**config.mk**
```make
export PLATFORM = sky130hd
export DESIGN_NAME = processor_grid_factorizer
export DESIGN_NICKNAME = d
export VERILOG_FILES = /design/src/rtl/core/pgf_pkg.sv /design/src/rtl/core/pgf_mul.sv /design/src/rtl/core/pgf_div.sv /design/src/rtl/core/processor_grid_factorizer.sv
export SDC_FILE = /design/constraint.sdc
export NUM_CORES = 2
export LEC_CHECK = 0
export ABC_AREA = 1
export BUFFER_PORTS_ARGS = -buffer_cell sky130_fd_sc_hd__buf_2
export CAP_MARGIN = 20
export CELL_PAD_IN_SITES_DETAIL_PLACEMENT = 1
export CELL_PAD_IN_SITES_GLOBAL_PLACEMENT = 1
export CORE_MARGIN = 5
export CORE_UTILIZATION = 45
export DETAILED_ROUTE_END_ITERATION = 10
export PLACE_DENSITY_LB_ADDON = 0.1
export SLEW_MARGIN = 20
export SYNTH_ARGS = -nofsm -noshare
export SYNTH_HDL_FRONTEND = slang
export SYNTH_SLANG_ARGS = --single-unit
```
**constraint.sdc**
```tcl
create_clock -name clk -period 7.45 [get_ports clk]
set_clock_uncertainty 0.2 [all_clocks]
set_input_delay 1.49 -clock clk [delete_from_list [all_inputs] [get_ports clk]]
set_output_delay 1.49 -clock clk [all_outputs]
set_load 0.05 [all_outputs]
```
**src/rtl/core/pgf_pkg.sv**
```systemverilog
`timescale 1ns / 1ps
`default_nettype none
// -----------------------------------------------------------------------------
// pgf_pkg
// Shared widths, register indexes and interface structs of the grid factorizer
// -----------------------------------------------------------------------------
package pgf_pkg;

	localparam int CNT_W     = 16;
	localparam int AREA_W    = 2 * CNT_W;
	localparam int ASUM_W    = AREA_W + 2;
	localparam int MA_W      = ASUM_W;
	localparam int PROD_W    = MA_W + CNT_W;
	localparam int SURF_W    = PROD_W + 1;
	localparam int DIV_CNT_W = $clog2(CNT_W + 1);
	localparam int IDX_W     = 8;
	localparam int CFG_W     = 16;

	localparam logic [IDX_W-1:0] REG_PROC_COUNT = 8'd0;
	localparam logic [IDX_W-1:0] REG_TWO_DIM    = 8'd1;

	typedef struct packed {
		logic              start;
		logic [CNT_W-1:0]  dividend;
		logic [AREA_W-1:0] divisor;
	} div_req_t;

	typedef struct packed {
		logic             busy;
		logic             done;
		logic [CNT_W-1:0] quotient;
		logic [CNT_W-1:0] remainder;
	} div_rsp_t;

endpackage
`default_nettype wire

```
**src/rtl/core/pgf_mul.sv**
```systemverilog
`timescale 1ns / 1ps
`default_nettype none
// -----------------------------------------------------------------------------
// pgf_mul
// Shared multiplier with registered product
// -----------------------------------------------------------------------------
module pgf_mul (
	input  wire logic                       clk,
	input  wire logic [pgf_pkg::MA_W-1:0]   a,
	input  wire logic [pgf_pkg::CNT_W-1:0]  b,
	output logic      [pgf_pkg::PROD_W-1:0] p_q
);

	always_ff @(posedge clk) begin
		p_q <= pgf_pkg::PROD_W'(a) * pgf_pkg::PROD_W'(b);
	end

endmodule
`default_nettype wire

```
**src/rtl/core/pgf_div.sv**
```systemverilog
`timescale 1ns / 1ps
`default_nettype none
// -----------------------------------------------------------------------------
// pgf_div
// Shared restoring divider, one quotient bit per cycle
// -----------------------------------------------------------------------------
module pgf_div (
	input  wire logic              clk,
	input  wire logic              arst_n,
	input  wire pgf_pkg::div_req_t req,
	output pgf_pkg::div_rsp_t      rsp
);

	logic [pgf_pkg::CNT_W-1:0]     quo_q;
	logic [pgf_pkg::CNT_W-1:0]     rem_q;
	logic [pgf_pkg::AREA_W-1:0]    den_q;
	logic [pgf_pkg::DIV_CNT_W-1:0] cnt_q;
	logic                          busy_q;
	logic                          done_q;
	logic [pgf_pkg::CNT_W:0]       shifted;
	logic [pgf_pkg::AREA_W-1:0]    shifted_ext;
	logic                          ge;
	logic [pgf_pkg::AREA_W-1:0]    diff;

	assign shifted     = {rem_q, quo_q[pgf_pkg::CNT_W-1]};
	assign shifted_ext = pgf_pkg::AREA_W'(shifted);
	assign ge          = shifted_ext >= den_q;
	assign diff        = shifted_ext - den_q;

	always_ff @(posedge clk or negedge arst_n) begin
		if (!arst_n) begin
			busy_q <= 1'b0;
			done_q <= 1'b0;
			cnt_q  <= '0;
		end else if (req.start) begin
			busy_q <= 1'b1;
			done_q <= 1'b0;
			cnt_q  <= pgf_pkg::DIV_CNT_W'(pgf_pkg::CNT_W);
		end else if (busy_q) begin
			cnt_q <= cnt_q - 1'b1;
			if (cnt_q == pgf_pkg::DIV_CNT_W'(1)) begin
				busy_q <= 1'b0;
				done_q <= 1'b1;
			end
		end else begin
			done_q <= 1'b0;
		end
	end

	always_ff @(posedge clk) begin
		if (req.start) begin
			quo_q <= req.dividend;
			rem_q <= '0;
			den_q <= req.divisor;
		end else if (busy_q) begin
			quo_q <= {quo_q[pgf_pkg::CNT_W-2:0], ge};
			rem_q <= ge ? diff[pgf_pkg::CNT_W-1:0] : shifted[pgf_pkg::CNT_W-1:0];
		end
	end

	assign rsp.busy      = busy_q;
	assign rsp.done      = done_q;
	assign rsp.quotient  = quo_q;
	assign rsp.remainder = rem_q;

endmodule
`default_nettype wire

```
**src/rtl/core/processor_grid_factorizer.sv**
```systemverilog
`timescale 1ns / 1ps
`default_nettype none
// -----------------------------------------------------------------------------
// processor_grid_factorizer
// Least-surface split of the processor count into a 3-D processor grid
// -----------------------------------------------------------------------------
// Input beats on s_axis carry grid cell counts and requested processor counts
// per axis (0 = free). Each input beat yields one output beat on m_axis with
// procs_x/y/z in tdata and the found flag in tuser. The cfg channel writes
// processor_count (index 0) and two_dimensional (index 1); it is always ready
// and must only be used while the block is idle.
// One item at a time: s_axis_tready is high only while the sequencer idles.
// All three counts requested: the counts pass straight through. Two requested:
// one multiply and one division. Search: set-up of the areas and the bound,
// then one division per tried x divisor and one per tried y divisor, since every
// trial goes through the single shared 1-bit-per-cycle divider; the multiplier
// is shared by the count, area, bound and surface products.
// The result sits in an output register, so a stalled receiver only holds the
// finished beat; the next input beat is still taken and worked on, and its
// result waits until the register is free.
// Reset clears the sequencer and output valid and sets processor_count to 1,
// two_dimensional to 0.
// -----------------------------------------------------------------------------
module processor_grid_factorizer (
	input  wire logic                       clk,
	input  wire logic                       arst_n,
	input  wire logic                       s_axis_tvalid,
	output logic                            s_axis_tready,
	// cells_x, cells_y, cells_z, want_x, want_y, want_z
	input  wire logic [6*pgf_pkg::CNT_W-1:0] s_axis_tdata,
	output logic                            m_axis_tvalid,
	input  wire logic                       m_axis_tready,
	// procs_x, procs_y, procs_z
	output logic [3*pgf_pkg::CNT_W-1:0]     m_axis_tdata,
	// found
	output logic                            m_axis_tuser,
	input  wire logic                       cfg_valid,
	output logic                            cfg_ready,
	input  wire logic [pgf_pkg::IDX_W-1:0]  cfg_index,
	input  wire logic [pgf_pkg::CFG_W-1:0]  cfg_data
);

	localparam int CW = pgf_pkg::CNT_W;

	typedef enum logic [18:0] {
		ST_IDLE = 19'h00001,
		ST_PMUL = 19'h00002,
		ST_PST  = 19'h00004,
		ST_PDIV = 19'h00008,
		ST_AXY  = 19'h00010,
		ST_AXZ  = 19'h00020,
		ST_AYZ  = 19'h00040,
		ST_ASUM = 19'h00080,
		ST_ABST = 19'h00100,
		ST_ABW  = 19'h00200,
		ST_XTST = 19'h00400,
		ST_XDIV = 19'h00800,
		ST_YTST = 19'h01000,
		ST_YDIV = 19'h02000,
		ST_SF0  = 19'h04000,
		ST_SF1  = 19'h08000,
		ST_SF2  = 19'h10000,
		ST_SF3  = 19'h20000,
		ST_DONE = 19'h40000
	} state_t;

	state_t state_q, state_d;

	logic [CW-1:0]              n_q;
	logic                       two_d_q;
	logic [CW-1:0]              cx_q, cy_q, cz_q, wx_q, wy_q, wz_q;
	logic [pgf_pkg::AREA_W-1:0] axy_q, axz_q, ayz_q;
	logic [pgf_pkg::ASUM_W-1:0] asum_q;
	logic [pgf_pkg::SURF_W-1:0] best_q;
	logic [pgf_pkg::PROD_W-1:0] acc_q;
	logic [CW:0]                ix_q, iy_q;
	logic [CW-1:0]              rem_q, iz_q;
	logic [CW-1:0]              rx_q, ry_q, rz_q;
	logic                       fnd_q;
	logic                       m_valid_q;
	logic [3*CW-1:0]            m_data_q;
	logic                       m_user_q;

	logic                       in_beat;
	logic                       out_free;
	logic                       last_x;
	logic                       single_y;
	logic                       y_reject;
	state_t                     after_x;
	state_t                     after_y;
	logic [CW-1:0]              in_cx, in_cy, in_cz, in_wx, in_wy, in_wz;
	logic [1:0]                 n_given;
	logic [pgf_pkg::MA_W-1:0]   mul_a;
	logic [CW-1:0]              mul_b;
	logic [pgf_pkg::PROD_W-1:0] mul_p;
	pgf_pkg::div_req_t          div_req;
	pgf_pkg::div_rsp_t          div_rsp;
	logic [pgf_pkg::SURF_W-1:0] surf;

	assign in_cx = s_axis_tdata[0*CW +: CW];
	assign in_cy = s_axis_tdata[1*CW +: CW];
	assign in_cz = s_axis_tdata[2*CW +: CW];
	assign in_wx = s_axis_tdata[3*CW +: CW];
	assign in_wy = s_axis_tdata[4*CW +: CW];
	assign in_wz = s_axis_tdata[5*CW +: CW];

	assign n_given = 2'(in_wx != '0) + 2'(in_wy != '0) + 2'(in_wz != '0);

	assign s_axis_tready = (state_q == ST_IDLE);
	assign in_beat       = s_axis_tvalid && s_axis_tready;
	assign out_free      = !m_valid_q || m_axis_tready;
	assign cfg_ready     = 1'b1;

	assign last_x   = (wx_q != '0);
	assign single_y = (wy_q != '0) || two_d_q;
	assign after_x  = last_x ? ST_DONE : ST_XTST;
	assign after_y  = single_y ? after_x : ST_YTST;
	assign y_reject = (div_rsp.remainder != '0)
		|| ((wz_q != '0) && (div_rsp.quotient != wz_q))
		|| (two_d_q && (div_rsp.quotient != CW'(1)));

	assign surf = pgf_pkg::SURF_W'(acc_q) + pgf_pkg::SURF_W'(mul_p);

	pgf_mul u_mul (
		.clk (clk),
		.a   (mul_a),
		.b   (mul_b),
		.p_q (mul_p)
	);

	pgf_div u_div (
		.clk    (clk),
		.arst_n (arst_n),
		.req    (div_req),
		.rsp    (div_rsp)
	);

	always_comb begin
		mul_a = '0;
		mul_b = '0;
		case (state_q)
			ST_PMUL: begin
				if (wy_q != '0 && wz_q != '0) begin
					mul_a = pgf_pkg::MA_W'(wy_q);
					mul_b = wz_q;
				end else if (wx_q != '0 && wz_q != '0) begin
					mul_a = pgf_pkg::MA_W'(wx_q);
					mul_b = wz_q;
				end else begin
					mul_a = pgf_pkg::MA_W'(wx_q);
					mul_b = wy_q;
				end
			end
			ST_AXY: begin
				mul_a = pgf_pkg::MA_W'(cx_q);
				mul_b = cy_q;
			end
			ST_AXZ: begin
				mul_a = pgf_pkg::MA_W'(cx_q);
				mul_b = cz_q;
			end
			ST_AYZ: begin
				mul_a = pgf_pkg::MA_W'(cy_q);
				mul_b = cz_q;
			end
			ST_ABST: begin
				mul_a = asum_q;
				mul_b = n_q;
			end
			ST_SF0: begin
				mul_a = pgf_pkg::MA_W'(ayz_q);
				mul_b = ix_q[CW-1:0];
			end
			ST_SF1: begin
				mul_a = pgf_pkg::MA_W'(axz_q);
				mul_b = iy_q[CW-1:0];
			end
			ST_SF2: begin
				mul_a = pgf_pkg::MA_W'(axy_q);
				mul_b = iz_q;
			end
			default: begin
				mul_a = '0;
				mul_b = '0;
			end
		endcase
	end

	always_comb begin
		state_d          = state_q;
		div_req.start    = 1'b0;
		div_req.dividend = n_q;
		div_req.divisor  = pgf_pkg::AREA_W'(ix_q);
		case (state_q)
			ST_IDLE: begin
				if (in_beat) begin
					if (n_given == 2'd3)
						state_d = ST_DONE;
					else if (n_given == 2'd2)
						state_d = ST_PMUL;
					else
						state_d = ST_AXY;
				end
			end
			ST_PMUL: state_d = ST_PST;
			ST_PST: begin
				div_req.start   = 1'b1;
				div_req.divisor = mul_p[pgf_pkg::AREA_W-1:0];
				state_d         = ST_PDIV;
			end
			ST_PDIV: begin
				if (div_rsp.done)
					state_d = ST_DONE;
			end
			ST_AXY:  state_d = ST_AXZ;
			ST_AXZ:  state_d = ST_AYZ;
			ST_AYZ:  state_d = ST_ASUM;
			ST_ASUM: state_d = ST_ABST;
			ST_ABST: state_d = ST_ABW;
			ST_ABW:  state_d = ST_XTST;
			ST_XTST: begin
				if (ix_q > {1'b0, n_q}) begin
					state_d = ST_DONE;
				end else begin
					div_req.start = 1'b1;
					state_d       = ST_XDIV;
				end
			end
			ST_XDIV: begin
				if (div_rsp.done)
					state_d = (div_rsp.remainder != '0) ? after_x : ST_YTST;
			end
			ST_YTST: begin
				if (iy_q > {1'b0, rem_q}) begin
					state_d = after_x;
				end else begin
					div_req.start    = 1'b1;
					div_req.dividend = rem_q;
					div_req.divisor  = pgf_pkg::AREA_W'(iy_q);
					state_d          = ST_YDIV;
				end
			end
			ST_YDIV: begin
				if (div_rsp.done)
					state_d = y_reject ? after_y : ST_SF0;
			end
			ST_SF0: state_d = ST_SF1;
			ST_SF1: state_d = ST_SF2;
			ST_SF2: state_d = ST_SF3;
			ST_SF3: state_d = after_y;
			ST_DONE: begin
				if (out_free)
					state_d = ST_IDLE;
			end
			default: state_d = ST_IDLE;
		endcase
	end

	always_ff @(posedge clk or negedge arst_n) begin
		if (!arst_n) begin
			state_q   <= ST_IDLE;
			n_q       <= CW'(1);
			two_d_q   <= 1'b0;
			m_valid_q <= 1'b0;
		end else begin
			state_q <= state_d;
			if (cfg_valid && cfg_ready) begin
				if (cfg_index == pgf_pkg::REG_PROC_COUNT)
					n_q <= cfg_data[CW-1:0];
				else if (cfg_index == pgf_pkg::REG_TWO_DIM)
					two_d_q <= cfg_data[0];
			end
			if (state_q == ST_DONE && out_free)
				m_valid_q <= 1'b1;
			else if (m_axis_tready)
				m_valid_q <= 1'b0;
		end
	end

	always_ff @(posedge clk) begin
		if (in_beat) begin
			cx_q  <= in_cx;
			cy_q  <= in_cy;
			cz_q  <= in_cz;
			wx_q  <= in_wx;
			wy_q  <= in_wy;
			wz_q  <= in_wz;
			rx_q  <= in_wx;
			ry_q  <= in_wy;
			rz_q  <= in_wz;
			fnd_q <= (n_given == 2'd3);
			ix_q  <= (in_wx != '0) ? {1'b0, in_wx} : (CW+1)'(1);
		end
		case (state_q)
			ST_PDIV: begin
				if (div_rsp.done) begin
					fnd_q <= 1'b1;
					if (wy_q != '0 && wz_q != '0)
						rx_q <= div_rsp.quotient;
					else if (wx_q != '0 && wz_q != '0)
						ry_q <= div_rsp.quotient;
					else
						rz_q <= div_rsp.quotient;
				end
			end
			ST_AXZ: axy_q <= mul_p[pgf_pkg::AREA_W-1:0];
			ST_AYZ: axz_q <= mul_p[pgf_pkg::AREA_W-1:0];
			ST_ASUM: begin
				ayz_q  <= mul_p[pgf_pkg::AREA_W-1:0];
				asum_q <= pgf_pkg::ASUM_W'(axy_q) + pgf_pkg::ASUM_W'(axz_q)
					+ pgf_pkg::ASUM_W'(mul_p[pgf_pkg::AREA_W-1:0]);
			end
			ST_ABW: best_q <= {mul_p, 1'b0};
			ST_XDIV: begin
				if (div_rsp.done && div_rsp.remainder == '0) begin
					rem_q <= div_rsp.quotient;
					if (wy_q != '0)
						iy_q <= {1'b0, wy_q};
					else if (two_d_q)
						iy_q <= {1'b0, div_rsp.quotient};
					else
						iy_q <= (CW+1)'(1);
				end
			end
			ST_YDIV: begin
				if (div_rsp.done)
					iz_q <= div_rsp.quotient;
			end
			ST_SF1: acc_q <= mul_p;
			ST_SF2: acc_q <= acc_q + mul_p;
			ST_SF3: begin
				if (surf < best_q) begin
					best_q <= surf;
					rx_q   <= ix_q[CW-1:0];
					ry_q   <= iy_q[CW-1:0];
					rz_q   <= iz_q;
					fnd_q  <= 1'b1;
				end
			end
			default: ;
		endcase
		// step to the next candidate divisor
		if (state_d == ST_XTST && state_q != ST_ABW)
			ix_q <= ix_q + 1'b1;
		if (state_d == ST_YTST && (state_q == ST_YDIV || state_q == ST_SF3))
			iy_q <= iy_q + 1'b1;
		if (state_q == ST_DONE && out_free) begin
			m_data_q <= {rz_q, ry_q, rx_q};
			m_user_q <= fnd_q;
		end
	end

	assign m_axis_tvalid = m_valid_q;
	assign m_axis_tdata  = m_data_q;
	assign m_axis_tuser  = m_user_q;

	a_div_done_waited: assert property (@(posedge clk) disable iff (!arst_n)
		div_rsp.done |-> (state_q == ST_PDIV || state_q == ST_XDIV || state_q == ST_YDIV))
		else $error("divider result with no waiting state");

	a_div_idle_start: assert property (@(posedge clk) disable iff (!arst_n)
		div_req.start |-> !div_rsp.busy)
		else $error("divider restarted while busy");

	a_best_monotonic: assert property (@(posedge clk) disable iff (!arst_n)
		(state_q == ST_SF3) |=> (best_q <= $past(best_q)))
		else $error("best surface grew during search");

	a_trial_nonzero: assert property (@(posedge clk) disable iff (!arst_n)
		(state_q == ST_XTST || state_q == ST_YTST) |-> (ix_q != '0 && iy_q != '0
			|| state_q == ST_XTST && ix_q != '0))
		else $error("zero trial divisor");

	a_result_loaded: assert property (@(posedge clk) disable iff (!arst_n)
		(state_q == ST_DONE && out_free) |=> (m_axis_tvalid && state_q == ST_IDLE))
		else $error("finished result not presented");

endmodule
`default_nettype wire
```
==> impl_metrics.ini <==
[die]
core_sq_um = 121000
die_w_um = 359
die_area_sq_um = 129000
placementRows = 128
dieHeight_um = 359
io-pin-count = 177
start_util_pct = 45.1

[outcome]
violations = setup timing
outcome = finished, violations left

[synthesis]
synth_edf_count = 490
synth_seq_cells = 649
synth_top_area_share_pct = 26.9
syn_area_sq_um = 54700
ys_seq_area_share_pct = 33.1
yosys.area.top_type = edfxtp_1
synthArstFlopShare_pct = 6.78
synthCells = 6467
ys_top_cells_by_area = edfxtp_1, fa_1, nand2_1
syn_nets = 7380
syn_avg_cell_area_sq_um = 8.46
synth.distinct_cells = 63
synth_warnings = 0
synth_top_flop_cell = edfxtp_1

[global_routing]
grt_pass1_wl_um = 350000
grt_max_degree = 92
grt_pass1_vias = 53700
antenna_found_initial = 11
grt_remaining_overflow = 0
grt.total_usage_pct = 36.8

[finish]
fill_cells = 14000
area_growth_syn_to_layout_pct = 30.3
stdcell_count = 9124
nets = 8340
drive_gt1_share_pct = 25.3
design_area_sq_um = 71200

[detailed_routing]
drt-initial-drc-count = 4496
vias_per_cell = 5.79
vias = 52800
wl_per_cell_um = 28.1
drt-total-wl_um = 257000
post-route-drc-count = 0
antenna_left = 0
drt_pass1_iterations = 6

[pwr]
power_uw = 10100
power_density_nw_per_um2 = 141
peakVddDrop_mv = 0.337
p_leak_uw = 0.0334

[clock_tree]
clock_sinks = 649
cts-root-to-sink-buffers = 3
postCtsHoldBufs = 0
cts_buffers = 78
h-tree-depth = 3
root_buffer = clkbuf_16
clk-insertion-delay-late_ns = 0.72
cts_tree = yes
cts.clk_slew.worst_paths_ns = 0.06

[worst_setup_path]
regToRegEndpoint = u_mul.p_q[36]$_DFF_P_
r2r_start = wy_q[8]$_DFFE_PP_
startpoint_type = flip-flop
ff2ff_path_depth = 35
path_buf_inv = 12
crit_fanout = 6
cp_top_family = adder cells
crit_type = reg2reg
cpMaxStageDelayCell = o211ai_1
required_ns = 7.79
worst_setup_path_end_kind = flip-flop
cpMostUsedCell = inv_2
cp.arrival_ns = 8.41
cpPeakStageDelay_ns = 0.61
regToRegSetupSlack_ns = -0.62

[place]
dp_hpwl_um = 186000
io_buffers = 175
dpl.cell_count = 8745
place_congestion = 1.01
post_dp_cell_area_sq_um = 62300

[sta]
max_freq_mhz = 124
fin_crit_sh_pct = 108
fin_crit_ns = 8.07
slew-limit-headroom_pct = 34.5
rsz0062_at_grt = yes
finalSetupViolCount = 35
setup_ws_ns = -0.617
tightest_slew_ns = 0.982
holdWs_ns = 0.234
final-hold-violation-count = 0
slew_viol_final = 0
tns_ns = -12.89

[flow_run]
maxCapViolCount = 0

[min_path]
min_path_type = reg2reg
hold_path.startpoint = rz_q[15]$_DFF_P_
hold_end = m_axis_tdata[47]$_DFFE_PP_
worstHoldPathCells = 0
-- registers in the layout, summed over array words and instances, names as in the netlist, 17 cells and up --
signal        flops
best_q           51
acc_q            50
u_mul.p_q        50
m_axis_tdata     48
asum_q           34
axy_q            32
axz_q            32
ayz_q            32
u_div.den_q      32
state_q          19
ix_q             17
iy_q             17
-- power by group --
group	total (uW)	switching (uW)	internal [uW]
Combinational	1570	1070	500
Sequential	4460	188	4280
Clock	4020	1780	2240
-- worst reg2reg max path, delay by kind of cell (launching register included) --
family | cells | cell delay, ns
AND/OR/NAND/NOR | 13 | 1.68
flip-flops | 1 | 0.44
adder cells (fa/ha/maj) | 7 | 3.53
AO/OA/AOI/OAI | 2 | 0.69
buffers and inverters | 12 | 1.15
XOR/XNOR | 1 | 0.24
-- metrics by stage --
stage | setup slack [ns] | utilization, %
2_1_floorplan | 0.115 | -
3_5_place_dp | -0.884 | 51.4
6_report | -0.617 | 58.8
5_1_grt | -0.724 | 58.8
3_3_place_gp | -0.757 | 51.4
4_1_cts | -0.195 | 56.1
-- layout make-up --
| class | instances | area (sq um) | area share [%] |
|---|---|---|---|
| multi-input cells | 4431 | 34400 | 48.3 |
| clock buffers | 108 | 2230 | 3.13 |
| repair buffers | 1074 | 9450 | 13.3 |
| diodes | 6 | 15.0 | 0.0211 |
| flip-flops and latches | 649 | 18100 | 25.4 |
| clock inverters | 38 | 439 | 0.616 |
| well taps | 1625 | 2030 | 2.85 |
| inverters | 1193 | 4570 | 6.42 |
-- kinds of logic (layout without fill, tap and decap cells) --
group                    after synthesis  count (layout)  share of synthesized area [%]
AO/OA/AOI/OAI                        870             870                           9.53
buffers and inverters               1387            2413                           9.96
XOR/XNOR                             141             141                           2.26
other                                  1               7                        0.00686
AND/OR/NAND/NOR                     2631            2631                           20.5
adder cells (fa/ha/maj)              788             788                           24.6
flip-flops                           649             649                           33.1
-- layer usage --
metal	vias up	track usage (%)	wire length, um
met3	842	6.13	20300
li1	22800	-	-
met1	26700	46.3	96500
met5	-	0	0
met4	0	21.3	20900
met2	2528	60.1	119000
-- how the worst max path moves through the flow --
stage,cells after the start,slack (ns),endpoint,start
after floorplan,32,0.11,u_mul.p_q[43]$_DFF_P_,state_q[8]$_DFF_PN0_
after global placement,35,-0.76,u_mul.p_q[36]$_DFF_P_,state_q[4]$_DFF_PN0_
after detailed placement,35,-0.88,u_mul.p_q[36]$_DFF_P_,state_q[4]$_DFF_PN0_
after CTS,38,-0.20,u_mul.p_q[36]$_DFF_P_,state_q[0]$_DFF_PN1_
after global routing,35,-0.72,u_mul.p_q[36]$_DFF_P_,wy_q[8]$_DFFE_PP_
final,35,-0.62,u_mul.p_q[36]$_DFF_P_,wy_q[8]$_DFFE_PP_
-- Yosys cell counts (11+ instances only) --
master / n
xor2_1: 107
a31oi_1: 51
o21ai_0: 286
dfxtp_1: 115
nor4_1: 42
a22o_1: 45
and2_1: 18
fa_1: 482
o21ai_1: 11
a22oi_1: 49
nand3_2: 16
o21bai_1: 25
buf_4: 23
ha_1: 306
buf_2: 93
xnor2_1: 34
inv_1: 1159
nor3_1: 48
dfrtp_1: 42
nand2_1: 1507
nand2_2: 15
o221ai_1: 18
nand3_1: 286
edfxtp_1: 490
a21oi_1: 257
clkbuf_1: 69
inv_2: 29
nand4_1: 119
nor2_2: 16
o211ai_1: 37
nor2_1: 520
o22ai_1: 11
a221oi_1: 20
a21o_1: 22
-- layout by cell type, fill, tap and decap left out, types with 22 or more instances in the layout --
| cell | instances |
|---|---|
| inv_1 | 1042 |
| nor2_4 | 72 |
| xor2_1 | 104 |
| fa_1 | 429 |
| ha_4 | 30 |
| nand3_1 | 271 |
| ha_1 | 276 |
| nor2_2 | 62 |
| nand2_1 | 1409 |
| buf_12 | 77 |
| a31oi_1 | 43 |
| nor3_1 | 41 |
| edfxtp_1 | 490 |
| nand3_2 | 22 |
| buf_4 | 667 |
| o21ai_0 | 247 |
| buf_2 | 175 |
| a22o_1 | 41 |
| nand2_2 | 69 |
| fa_2 | 53 |
| buf_6 | 123 |
| a22oi_1 | 49 |
| dfxtp_1 | 115 |
| o21ai_2 | 23 |
| nand2_4 | 38 |
| a21oi_2 | 35 |
| nand4_1 | 119 |
| a21oi_1 | 199 |
| xnor2_1 | 27 |
| a21oi_4 | 25 |
| clkbuf_16 | 91 |
| nor2_1 | 411 |
| inv_2 | 129 |
| o211ai_1 | 37 |
| dfrtp_1 | 41 |
| nor4_1 | 30 |
-- timing repair --
action / CTS / global route
endpoints found under the setup margin: 38 / 39
gates resized for setup: 447 / 603
pin swaps: 116 / 275
cloned: 10 / 10
setup buffers: 100 / 131
No activity file was read; power rests on OpenSTA's default activity.
